<file path="config.mk">
export PLATFORM = sky130hd
export DESIGN_NAME = rof_front
export DESIGN_NICKNAME = d
export VERILOG_FILES = /design/src/rof_pkg.sv /design/src/rof_front.sv
export SDC_FILE = /design/constraint.sdc
export NUM_CORES = 1
export LEC_CHECK = 0
export BUFFER_PORTS_ARGS = -buffer_cell sky130_fd_sc_hd__buf_2
export CAP_MARGIN = 40
export CORE_AREA = 5 5 87 89
export DETAILED_ROUTE_END_ITERATION = 10
export DIE_AREA = 0 0 92 94
export HOLD_SLACK_MARGIN = 0.12
export PLACE_DENSITY = 0.74
export REMOVE_ABC_BUFFERS = 1
export SLEW_MARGIN = 20
export SYNTH_ARGS = -nofsm -noshare
export SYNTH_HDL_FRONTEND = slang
export SYNTH_SLANG_ARGS = --single-unit
</file>
<file path="constraint.sdc">
create_clock -name clock -period 2.5 [get_ports clock]
set_input_delay 0.5 -clock clock [delete_from_list [all_inputs] [get_ports clock]]
set_output_delay 0.5 -clock clock [all_outputs]
set_load 0.01 [all_outputs]
</file>
<file path="src/rof_pkg.sv">
// ----------------------------------------------------------------------------
// rof_pkg
// Shared constants, types and helpers for the radius outlier filter.
// ----------------------------------------------------------------------------
package rof_pkg;

   // store geometry
   localparam int MAX_POINTS     = 1024;
   localparam int ADDR_BITS      = $clog2(MAX_POINTS);
   localparam int COUNT_BITS     = ADDR_BITS + 1;
   localparam int COORD_BITS     = 24;
   localparam int INDEX_BITS     = 10;

   // register widths
   localparam int RADIUS_BITS    = 16;
   localparam int RATIO_BITS     = 12;
   localparam int PTS_BITS       = 8;
   localparam int FACTOR_BITS    = 4;
   localparam int PHASE_BITS     = 4;

   // threshold arithmetic: dividend is 4 * (ratio * 1024)^2 = ratio^2 << 22
   localparam int RATIO_SHIFT    = 22;
   localparam int TSQ_BITS       = 2 * RATIO_BITS;
   localparam int DVD_BITS       = TSQ_BITS + RATIO_SHIFT;
   localparam int SQ_BITS        = 2 * COORD_BITS + 1;
   localparam int REM_BITS       = SQ_BITS + 1;
   localparam int ROOT_BITS      = 18;
   localparam int ROOT_STEPS     = ROOT_BITS / 2;
   localparam int SAT_LIMIT      = 511 * 511;
   localparam int N_BITS         = PTS_BITS + 1;
   localparam int N_SAT          = 256;
   localparam int STEP_BITS      = 6;
   localparam int R2_BITS        = 2 * RADIUS_BITS;

   // job queue
   localparam int QUEUE_DEPTH    = 4;
   localparam int QPTR_BITS      = $clog2(QUEUE_DEPTH);
   localparam int QCNT_BITS      = QPTR_BITS + 1;

   // configuration port
   localparam int CSR_ADDR_BITS  = 5;
   localparam int CSR_DATA_BITS  = 32;

   // commands
   localparam logic [1:0] CMD_CLEAR      = 2'd0;
   localparam logic [1:0] CMD_LOAD_QUERY = 2'd1;
   localparam logic [1:0] CMD_LOAD_REF   = 2'd2;
   localparam logic [1:0] CMD_CLASSIFY   = 2'd3;

   // register indexes
   localparam logic [2:0] REG_SEARCH_RADIUS = 3'd0;
   localparam logic [2:0] REG_DISTANCE_RATIO = 3'd1;
   localparam logic [2:0] REG_MIN_POINTS    = 3'd2;
   localparam logic [2:0] REG_MAX_POINTS    = 3'd3;
   localparam logic [2:0] REG_DOWNSAMPLE    = 3'd4;
   localparam logic [2:0] REG_POSE_X        = 3'd5;
   localparam logic [2:0] REG_POSE_Y        = 3'd6;

   // job kinds
   localparam logic JOB_WRITE    = 1'b0;
   localparam logic JOB_CLASSIFY = 1'b1;

   typedef struct packed {
      logic [RADIUS_BITS-1:0]       radius;
      logic [RATIO_BITS-1:0]        distance_ratio;
      logic [PTS_BITS-1:0]          need_lo;
      logic [PTS_BITS-1:0]          need_hi;
      logic [FACTOR_BITS-1:0]       thin_factor;
      logic signed [COORD_BITS-1:0] pose_x;
      logic signed [COORD_BITS-1:0] pose_y;
   } cfg_type;

   typedef struct packed {
      logic                         kind;
      logic                         invalid;
      logic [ADDR_BITS-1:0]         addr;
      logic signed [COORD_BITS-1:0] x;
      logic signed [COORD_BITS-1:0] y;
      logic [COUNT_BITS-1:0]        count;
   } job_type;

   typedef struct packed {
      logic [INDEX_BITS-1:0]        result_index;
      logic signed [COORD_BITS-1:0] result_x;
      logic signed [COORD_BITS-1:0] result_y;
      logic [PTS_BITS-1:0]          neighbor_count;
      logic [PTS_BITS-1:0]          required_count;
      logic                         is_inlier;
      logic                         index_invalid;
   } result_type;

   // absolute difference of two coordinates
   function automatic logic [COORD_BITS-1:0] coord_mag(
      input logic signed [COORD_BITS-1:0] a,
      input logic signed [COORD_BITS-1:0] b);
      logic signed [COORD_BITS:0] d;
      begin
         d = {a[COORD_BITS-1], a} - {b[COORD_BITS-1], b};
         if (d[COORD_BITS]) begin
            coord_mag = COORD_BITS'(-d);
         end else begin
            coord_mag = d[COORD_BITS-1:0];
         end
      end
   endfunction

   // a factor of zero acts as one
   function automatic logic [FACTOR_BITS-1:0] eff_factor(
      input logic [FACTOR_BITS-1:0] f);
      begin
         eff_factor = (f == '0) ? FACTOR_BITS'(1) : f;
      end
   endfunction

endpackage

</file>
<file path="src/rof_front.sv">
// ----------------------------------------------------------------------------
// rof_front
// Accepts input words, thins reference points, tracks the fill count and
// turns kept load words into store writes and classify words into jobs.
// ----------------------------------------------------------------------------
module rof_front (
   input  logic                               clock,
   input  logic                               reset,
   input  rof_pkg::cfg_type                   cfg,
   input  logic                               req_push,
   output logic                               req_full,
   input  logic [1:0]                         req_command,
   input  logic signed [rof_pkg::COORD_BITS-1:0] req_point_x,
   input  logic signed [rof_pkg::COORD_BITS-1:0] req_point_y,
   input  logic [rof_pkg::INDEX_BITS-1:0]     req_point_index,
   output logic                               q_push,
   output rof_pkg::job_type                   q_job,
   input  logic                               q_full
);

   logic [rof_pkg::COUNT_BITS-1:0] count_ff, count_in;
   logic [rof_pkg::PHASE_BITS-1:0] phase_ff, phase_in;
   logic                           accept;
   logic                           has_room;
   logic                           do_push;
   logic [rof_pkg::PHASE_BITS:0]   phase_inc;
   logic [rof_pkg::FACTOR_BITS-1:0] factor;

   assign req_full  = q_full;
   assign accept    = req_push && !q_full;
   assign has_room  = count_ff < rof_pkg::COUNT_BITS'(rof_pkg::MAX_POINTS);
   assign factor    = rof_pkg::eff_factor(cfg.thin_factor);
   assign phase_inc = {1'b0, phase_ff} + 1'b1;

   // command decode
   always_comb begin
      count_in     = count_ff;
      phase_in     = phase_ff;
      do_push      = 1'b0;
      q_job.kind   = rof_pkg::JOB_WRITE;
      q_job.invalid = 1'b0;
      q_job.addr   = count_ff[rof_pkg::ADDR_BITS-1:0];
      q_job.x      = req_point_x;
      q_job.y      = req_point_y;
      q_job.count  = count_ff;
      unique case (req_command)
         rof_pkg::CMD_CLEAR: begin
            count_in = '0;
            phase_in = '0;
         end
         rof_pkg::CMD_LOAD_QUERY: begin
            if (has_room) begin
               do_push  = 1'b1;
               count_in = count_ff + 1'b1;
            end
         end
         rof_pkg::CMD_LOAD_REF: begin
            if (phase_ff == '0 && has_room) begin
               do_push  = 1'b1;
               count_in = count_ff + 1'b1;
            end
            if (phase_inc >= {1'b0, factor}) begin
               phase_in = '0;
            end else begin
               phase_in = phase_inc[rof_pkg::PHASE_BITS-1:0];
            end
         end
         rof_pkg::CMD_CLASSIFY: begin
            do_push       = 1'b1;
            q_job.kind    = rof_pkg::JOB_CLASSIFY;
            q_job.addr    = rof_pkg::ADDR_BITS'(req_point_index);
            q_job.invalid = {1'b0, req_point_index} >= count_ff;
         end
         default: begin
         end
      endcase
   end

   assign q_push = accept && do_push;

   // fill count and thinning phase
   always_ff @(posedge clock) begin
      if (reset) begin
         count_ff <= '0;
         phase_ff <= '0;
      end else if (accept) begin
         count_ff <= count_in;
         phase_ff <= phase_in;
      end
   end

endmodule

</file>
==> results.md <==
- Worst Tran Pin Value: 0.483 ns
- Die H: 94 um
- Async SR Flop Fraction: 0
- Tcrit/Tclk final: 0.956
- Type of the worst setup path: flip-flop to output pin
- First-pass GRT wire length: 10.4 mm
- P per Cell Area: 325 nW/um2
- Critical path peak fanout: 6
- Detailed Route Iter0 Violations: 138
- Fin worst setup slack: 0.111 ns
- F_max: 419 MHz
- Hold crit path type: flip-flop to flip-flop
- Clock Tree Buf Depth: 2
- Final setup viols: 0
- Ant. Diodes: 0
- IO Pins: 233
- PostCTS Resize Cnt: 0
- Dpl ws: 0.0401 ns
- Fin util: 0.268
- Startpoint type of the worst setup path: flip-flop
- # clock sinks: 15
- Clock skew: 0.00506 ns
- All-Layer GR Usage: 0.166
- EDFF count, synth: 0
- Normalized max-slew margin: 0.673
- Status: complete, no violations
- Clock insertion delay at the later pin of the skew report: 0.25 ns
- Maxcap violations: 0
- Synth warn: 0
- Synthesized area: 1780 um2
- Initial cell density of the core: 0.267
- Synthesized flop and latch total: 15
- Leakage: 0.000821 uW
- Dominant synthesized flop cell: dfxtp_1
- Worst-path clk slew: 0.07 ns
- Die X: 92 um
- CTS root buf: clkbuf_8
- NumNets Final: 406
- Number of remaining DRC errors: 0
- Worst vdd ir: 0.000193 V
- Overall power: 582 uW
- Gr ovfl total: 0
- Setup TNS Final: 0 ns
- Post-route ant nets: 0
- Largest net degree at the start of global routing: 17
- Initial antenna violation count: 0
- Post-Route WL: 7.69 mm
- Vias: 1614
- Yosys top cell area share: 0.211
- Pre-antenna DRT Iters: 4
- H-tree depth: 1
- Die area: 8650 um2
- Crit end category: output pin
- Fin crit period: 2.39 ns
- RePlAce Congestion: 0.884
- WP data arrival: 1.89 ns
- DR WL/cell: 25.3 um
- CTS tree: yes
- Vias in the first global route: 1453
- CP required: 2.00 ns
- Vias per cell: 5.31
- Count of cell types in the netlist: 37
- Largest cells by area after synthesis: buf_4 (21%), dfxtp_1 (17%), ha_1 (15%), o21ai_0 (4.5%), inv_1 (4.4%)
- Row cnt: 30
- Final hold viol count: 0
- Layout cells sized above 1: 0.295
- Gate Count Post-Synth: 227
- Final Max Slew Viols: 0
- Post-synthesis area per instance: 7.85 um2
- Total CTS buffers: 3
- PortBufs: 44
- Post-CTS Setup Bufs: 0
- Core area: 6680 um2
- Post-CTS Hold Buffers: 0
- Sequential area share after synthesis: 0.168
- Count of non-filler cells in the finished layout: 304
- Synth area leader: buf_4
- Inst Count DP: 300
- Syn-to-layout area delta: 0.351%
- DP HPWL: 6.85 mm
final timing paths:
path	from	end	slack (ns)	cells after the start
worst max-delay path	count_ff[5]	q_job[69]	0.11	7
worst min-delay path	phase_ff[1]	phase_ff[1]	0.54	1
worst max register to register	phase_ff[0]	phase_ff[1]	0.54	6
worst min register to register	phase_ff[1]	phase_ff[1]	0.54	1
state kept, by name (all words and copies together), names as in the netlist:
signal    count
count_ff     11
phase_ff      4
cell families (layout without fill, tap and decap cells):
kind of cell / after synthesis / after routing / synth area share
mux: 1 / 1 / 0.00632
buf+inv: 78 / 75 / 0.278
flops: 15 / 15 / 0.168
compound gates: 53 / 53 / 0.219
simple gates: 57 / 57 / 0.171
xor+xnor: 2 / 2 / 0.00983
fa+ha+maj: 21 / 21 / 0.147
through the flow:
step	area (um2)	hold slack, ns
final	1790	0.538
after global routing	1790	0.575
after CTS	1780	0.543
after detailed placement	1730	0.528
after global placement	1730	0.506
after floorplan	1370	0.490
where the power goes:
| part | total, uW | internal [uW] | switching [uW] |
|---|---|---|---|
| Sequential | 241 | 240 | 1.13 |
| Combinational | 140 | 58.5 | 82.0 |
| Clock | 200 | 110 | 89.9 |
layout make-up:
class | count | area [um2]
Clock buffer | 3 | 41.3
Clock inverter | 1 | 5.00
Fill cell | 725 | 4890
Inverter | 21 | 78.8
Multi-Input combinational cell | 134 | 993
Sequential cell | 15 | 305
Tap cell | 80 | 100
Timing Repair Buffer | 50 | 265
cells in the mapped netlist, drive strengths merged, types with 3 or more instances:
cell     n
dfxtp   15
nand2b   5
nor3     7
nand2   15
o31ai    3
nand3   11
a311oi   5
a31o     4
nor2     3
a21oi    6
nand4    3
a32o     6
inv     21
and2     3
ha      21
a41o     3
clkbuf   5
o21ai   16
buf     52
layer usage:
metal  GRT usage  routed length [um]
met5           0                   0
met4      0.0557                 284
met3       0.148                1650
met2       0.299                3890
met1       0.128                1870
cell usage in the layout (no fill, tap or decap), types with 6 or more instances in the layout:
cell,netlist,routed
o21ai_0,16,16
nand3_1,11,11
buf_4,50,6
nand2_1,15,15
inv_1,21,21
nor3_1,7,7
a21oi_1,6,6
dfxtp_1,15,11
ha_1,21,21
buf_2,0,44
a32o_1,6,6
worst max-delay path: stages (launching register included):
cell      delay, ns
dfxtp_2        0.36
inv_1          0.11
ha_1           0.29
nand2_1        0.05
nor3_1         0.26
a221oi_2       0.11
nor4b_1        0.27
buf_2          0.19
Power figures use the tool's default switching activity.
