## src/rof_pkg.sv

```systemverilog
// ----------------------------------------------------------------------------
// rof_pkg
// Shared constants, types and helpers for the radius outlier filter.
// ----------------------------------------------------------------------------
package rof_pkg;

   // store geometry
   localparam int MAX_POINTS     = 1024;
   localparam int ADDR_BITS      = $clog2(MAX_POINTS);
   localparam int COUNT_BITS     = ADDR_BITS + 1;
   localparam int COORD_BITS     = 24;
   localparam int INDEX_BITS     = 10;

   // register widths
   localparam int RADIUS_BITS    = 16;
   localparam int RATIO_BITS     = 12;
   localparam int PTS_BITS       = 8;
   localparam int FACTOR_BITS    = 4;
   localparam int PHASE_BITS     = 4;

   // threshold arithmetic: dividend is 4 * (ratio * 1024)^2 = ratio^2 << 22
   localparam int RATIO_SHIFT    = 22;
   localparam int TSQ_BITS       = 2 * RATIO_BITS;
   localparam int DVD_BITS       = TSQ_BITS + RATIO_SHIFT;
   localparam int SQ_BITS        = 2 * COORD_BITS + 1;
   localparam int REM_BITS       = SQ_BITS + 1;
   localparam int ROOT_BITS      = 18;
   localparam int ROOT_STEPS     = ROOT_BITS / 2;
   localparam int SAT_LIMIT      = 511 * 511;
   localparam int N_BITS         = PTS_BITS + 1;
   localparam int N_SAT          = 256;
   localparam int STEP_BITS      = 6;
   localparam int R2_BITS        = 2 * RADIUS_BITS;

   // job queue
   localparam int QUEUE_DEPTH    = 4;
   localparam int QPTR_BITS      = $clog2(QUEUE_DEPTH);
   localparam int QCNT_BITS      = QPTR_BITS + 1;

   // configuration port
   localparam int CSR_ADDR_BITS  = 5;
   localparam int CSR_DATA_BITS  = 32;

   // commands
   localparam logic [1:0] CMD_CLEAR      = 2'd0;
   localparam logic [1:0] CMD_LOAD_QUERY = 2'd1;
   localparam logic [1:0] CMD_LOAD_REF   = 2'd2;
   localparam logic [1:0] CMD_CLASSIFY   = 2'd3;

   // register indexes
   localparam logic [2:0] REG_SEARCH_RADIUS = 3'd0;
   localparam logic [2:0] REG_DISTANCE_RATIO = 3'd1;
   localparam logic [2:0] REG_MIN_POINTS    = 3'd2;
   localparam logic [2:0] REG_MAX_POINTS    = 3'd3;
   localparam logic [2:0] REG_DOWNSAMPLE    = 3'd4;
   localparam logic [2:0] REG_POSE_X        = 3'd5;
   localparam logic [2:0] REG_POSE_Y        = 3'd6;

   // job kinds
   localparam logic JOB_WRITE    = 1'b0;
   localparam logic JOB_CLASSIFY = 1'b1;

   typedef struct packed {
      logic [RADIUS_BITS-1:0]       radius;
      logic [RATIO_BITS-1:0]        distance_ratio;
      logic [PTS_BITS-1:0]          need_lo;
      logic [PTS_BITS-1:0]          need_hi;
      logic [FACTOR_BITS-1:0]       thin_factor;
      logic signed [COORD_BITS-1:0] pose_x;
      logic signed [COORD_BITS-1:0] pose_y;
   } cfg_type;

   typedef struct packed {
      logic                         kind;
      logic                         invalid;
      logic [ADDR_BITS-1:0]         addr;
      logic signed [COORD_BITS-1:0] x;
      logic signed [COORD_BITS-1:0] y;
      logic [COUNT_BITS-1:0]        count;
   } job_type;

   typedef struct packed {
      logic [INDEX_BITS-1:0]        result_index;
      logic signed [COORD_BITS-1:0] result_x;
      logic signed [COORD_BITS-1:0] result_y;
      logic [PTS_BITS-1:0]          neighbor_count;
      logic [PTS_BITS-1:0]          required_count;
      logic                         is_inlier;
      logic                         index_invalid;
   } result_type;

   // absolute difference of two coordinates
   function automatic logic [COORD_BITS-1:0] coord_mag(
      input logic signed [COORD_BITS-1:0] a,
      input logic signed [COORD_BITS-1:0] b);
      logic signed [COORD_BITS:0] d;
      begin
         d = {a[COORD_BITS-1], a} - {b[COORD_BITS-1], b};
         if (d[COORD_BITS]) begin
            coord_mag = COORD_BITS'(-d);
         end else begin
            coord_mag = d[COORD_BITS-1:0];
         end
      end
   endfunction

   // a factor of zero acts as one
   function automatic logic [FACTOR_BITS-1:0] eff_factor(
      input logic [FACTOR_BITS-1:0] f);
      begin
         eff_factor = (f == '0) ? FACTOR_BITS'(1) : f;
      end
   endfunction

endpackage

```

## src/rof_queue.sv

```systemverilog
// ----------------------------------------------------------------------------
// rof_queue
// Short job queue between the front and back parts.
// ----------------------------------------------------------------------------
module rof_queue (
   input  logic             clock,
   input  logic             reset,
   input  logic             push,
   input  rof_pkg::job_type push_job,
   output logic             full,
   input  logic             pop,
   output rof_pkg::job_type head_job,
   output logic             empty
);

   rof_pkg::job_type              job_ff [rof_pkg::QUEUE_DEPTH];
   logic [rof_pkg::QPTR_BITS-1:0] wr_ptr_ff, rd_ptr_ff;
   logic [rof_pkg::QCNT_BITS-1:0] cnt_ff;
   logic                          do_push, do_pop;

   assign full     = cnt_ff == rof_pkg::QCNT_BITS'(rof_pkg::QUEUE_DEPTH);
   assign empty    = cnt_ff == '0;
   assign head_job = job_ff[rd_ptr_ff];
   assign do_push  = push && !full;
   assign do_pop   = pop && !empty;

   // entry storage
   always_ff @(posedge clock) begin
      if (do_push) begin
         job_ff[wr_ptr_ff] <= push_job;
      end
   end

   // pointers and occupancy
   always_ff @(posedge clock) begin
      if (reset) begin
         wr_ptr_ff <= '0;
         rd_ptr_ff <= '0;
         cnt_ff    <= '0;
      end else begin
         if (do_push) begin
            wr_ptr_ff <= wr_ptr_ff + 1'b1;
         end
         if (do_pop) begin
            rd_ptr_ff <= rd_ptr_ff + 1'b1;
         end
         if (do_push && !do_pop) begin
            cnt_ff <= cnt_ff + 1'b1;
         end else if (do_pop && !do_push) begin
            cnt_ff <= cnt_ff - 1'b1;
         end
      end
   end

endmodule

```

## config.mk

```make
export PLATFORM = sky130hd
export DESIGN_NAME = rof_queue
export DESIGN_NICKNAME = d
export VERILOG_FILES = /design/src/rof_pkg.sv /design/src/rof_queue.sv
export SDC_FILE = /design/constraint.sdc
export NUM_CORES = 1
export LEC_CHECK = 0
export BUFFER_PORTS_ARGS = -buffer_cell sky130_fd_sc_hd__buf_2
export CAP_MARGIN = 25
export CORE_ASPECT_RATIO = 0.5
export CORE_UTILIZATION = 50
export CTS_BUF_LIST = sky130_fd_sc_hd__clkbuf_16
export DETAILED_ROUTE_END_ITERATION = 8
export MAX_ROUTING_LAYER = met4
export PLACE_DENSITY = 0.76
export SYNTH_ARGS = -nofsm -noshare
export SYNTH_HDL_FRONTEND = slang
export SYNTH_SLANG_ARGS = --single-unit
```

## constraint.sdc

```tcl
create_clock -name clock -period 5.35 [get_ports clock]
set_clock_uncertainty 0.15 [all_clocks]
set_input_delay 0.535 -clock clock [delete_from_list [all_inputs] [get_ports clock]]
set_output_delay 0.535 -clock clock [all_outputs]
set_load 0.01 [all_outputs]
```

==> flow_summary.yaml <==
clock_network:
  ctsHoldBuffers: 0
  clk_root_buffer_cell: "clkbuf_16"
  numCtsBuffers: 25
  cts_tree: "built"
  cts.sinks: 293
  cts_resized: 0
  clkLatencyLatePin_ps: 510
  cts_setup_buffers: 0
  max-clock-path-buffers: 3
  htreeDepth: 1
  clk_pin_slew_ps: 70
sta:
  setup_slack_ps: 2049
  rsz0062_at_grt: "false"
  fmax_ghz: 0.3030
  hold_viol: 0
  fin_crit_sh: 0.6170
  maxSlewHeadroom: 0.4362
  tightestPinTransition_ps: 845.8
  finalWorstPathRequiredPeriod_ps: 3301
  tns_ps: 0
  timing.hold.ws_ps: 84.61
  setup-violations-final: 0
  drv_slew: 0
final_layout:
  multiInputGateArea_um2: 1882
  layout-drive-gt1-share: 0.4459
  seqCellArea_um2: 8716
  nets: 664
  fillers: 1485
  area_growth_pct: 16.71
place:
  dp_hpwl_mm: 11.37
  gp_congestion: 0.7016
  portBuffers: 147
  dp_slack_ps: 2454
global_routing:
  track_usage: 0.1779
  antenna_found_initial: 2
  grt_remaining_overflow: 0
  grt_pass1_wl_mm: 28.67
  grt_pass1_vias: 5088
  grt_start_max_net_pins: 47
worst_setup_path:
  critPathKind: "register to output pin"
  critPathBufInv: 2
  critPathRequiredTime_ps: 4660
  slowest_delay_ps: 900
  critPathTopFamily: "flip-flops"
  crit_arrival_ps: 2620
  start_kind: "register"
  worstPathMaxFanout: 40
  cp_slowest_cell: "dfxtp_4"
  cp-end-kind: "output pin"
  crit_chain: "buf_4 -> mux4_2 -> buf_2"
die:
  core_um2: 20830
  initial_core_util: 0.5179
  die-width_um: 209.7
  pin_count: 148
  chipHeight_um: 105.9
  die_area_um2: 22210
  fp-row-count: 37
hold_path:
  hp-class: "input port to register"
logic_synthesis:
  synth_fp_nets: 500
  netlist_area_um2: 10790
  synthCells: 419
  synth.avg_cell_area_um2: 25.75
  ys_ff_latch: 293
  yosysWarnings: 0
  seq_area_frac_synth: 0.8071
  ys_types: 24
run:
  drv_cap: 0
drt:
  detail_route.iter0.violations: 293
  vias_per_cell: 5.392
  num_vias: 4723
  wire_per_inst_um: 21.49
  totalWireLength_mm: 18.83
  drc_errors: 0
  drtAntennaViolNets: 0
  drtPass1Iterations: 6
power:
  power_density_nw_per_um2: 473.6
  peakVddDrop_mv: 0.2290
  leakage_nw: 4.238
outcome:
  status: "completed"
-- worst paths after layout --
check	start	to	slack (ps)	cells after the start
max	register	head_job[50]	2050	3
min	push_job[56]	job_ff[0][56]	80	1
max reg2reg	cnt_ff[0]	job_ff[0][40]	2650	4
min reg2reg	wr_ptr_ff[1]	wr_ptr_ff[1]	370	2
-- synthesized netlist by cell type --
cell type | instances | area share
a21oi_1 | 2 | 0.00093
and2_1 | 4 | 0.0023
buf_1 | 1 | 0.00035
buf_12 | 7 | 0.013
buf_2 | 7 | 0.0032
buf_6 | 1 | 0.0010
clkbuf_1 | 1 | 0.00035
dfxtp_1 | 9 | 0.017
edfxtp_1 | 284 | 0.79
fa_1 | 1 | 0.0019
ha_1 | 5 | 0.0058
inv_1 | 4 | 0.0014
mux2i_1 | 2 | 0.0019
mux4_1 | 1 | 0.0024
mux4_2 | 70 | 0.15
nand2b_1 | 2 | 0.0012
nor2_1 | 6 | 0.0021
nor3_1 | 1 | 0.00046
nor3b_2 | 1 | 0.0012
o21ai_0 | 2 | 0.00093
o311ai_0 | 1 | 0.00081
o31ai_2 | 1 | 0.0012
or3_1 | 2 | 0.0012
xor2_1 | 4 | 0.0032
-- area by class of cell --
cell class,count,area share
tap,273,0.02713
clock buffer,25,0.04968
timing repair buffer,154,0.06419
multi-input combinational,105,0.1494
clock inverter,20,0.01580
sequential,293,0.6922
antenna,2,0.0003975
inverter,4,0.001192
-- registers in the layout, summed over array words and instances, names as in the netlist, named ones only --
signal / cells
job_ff: 284
wr_ptr_ff: 2
cnt_ff: 3
rd_ptr_ff: 2
-- cell families (layout without fill, tap and decap cells) --
logic type               count (synthesis)  after routing  share of synthesized area
AO/OA/AOI/OAI                            6              6                   0.003827
XOR/XNOR                                 4              4                   0.003247
adder cells (fa/ha/maj)                  6              6                   0.007654
buffers and inverters                   21            203                    0.01936
flip-flops                             293            293                     0.8071
multiplexers                            73             73                     0.1504
other                                    0              2                          0
AND/OR/NAND/NOR                         16             16                   0.008348
-- report_power, final --
| part | internal (mW) | switching [mW] | leakage (nW) |
|---|---|---|---|
| registers | 2.76 | 0.161 | 2.68 |
| clock network | 1.05 | 0.773 | 0.422 |
| logic | 0.637 | 0.586 | 1.14 |
-- per-stage QoR --
step | instance area (um2) | power [mW] | util | std cells
2_1_floorplan | 10790 | 3.848 | - | 419
3_3_place_gp | 11740 | 4.196 | 0.5633 | 828
3_5_place_dp | 11760 | 4.239 | 0.5646 | 829
4_1_cts | 12590 | 6.045 | 0.6042 | 874
5_1_grt | 12590 | 6.221 | 0.6044 | 876
6_report | 12590 | 5.964 | 0.6044 | 876
-- layer usage --
| metal | routed length, um | up-vias | track usage |
|---|---|---|---|
| li1 | - | 2119 | - |
| met1 | 8000 | 2487 | 0.2283 |
| met2 | 9853 | 98 | 0.3009 |
| met3 | 689 | 19 | 0.03397 |
| met4 | 284 | 0 | 0.03597 |
| met5 | 0 | - | - |
-- layout by cell type (no fill, tap or decap), drive strengths merged --
| cell | synthesis | routed |
|---|---|---|
| edfxtp | 284 | 284 |
| buf | 16 | 154 |
| mux4 | 71 | 71 |
| clkbuf | 1 | 25 |
| inv | 4 | 10 |
| dfxtp | 9 | 9 |
| clkinv | 0 | 9 |
| nor2 | 6 | 6 |
| ha | 5 | 5 |
| and2 | 4 | 4 |
| xor2 | 4 | 4 |
| bufinv | 0 | 4 |
| diode | 0 | 2 |
| o21ai | 2 | 2 |
| or3 | 2 | 2 |
| a21oi | 2 | 2 |
| mux2i | 2 | 2 |
| nand2b | 2 | 2 |
| nor3b | 1 | 1 |
| nor3 | 1 | 1 |
| o31ai | 1 | 1 |
| o311ai | 1 | 1 |
| fa | 1 | 1 |
| clkinvlp | 0 | 1 |
Power figures use the tool's default switching activity.
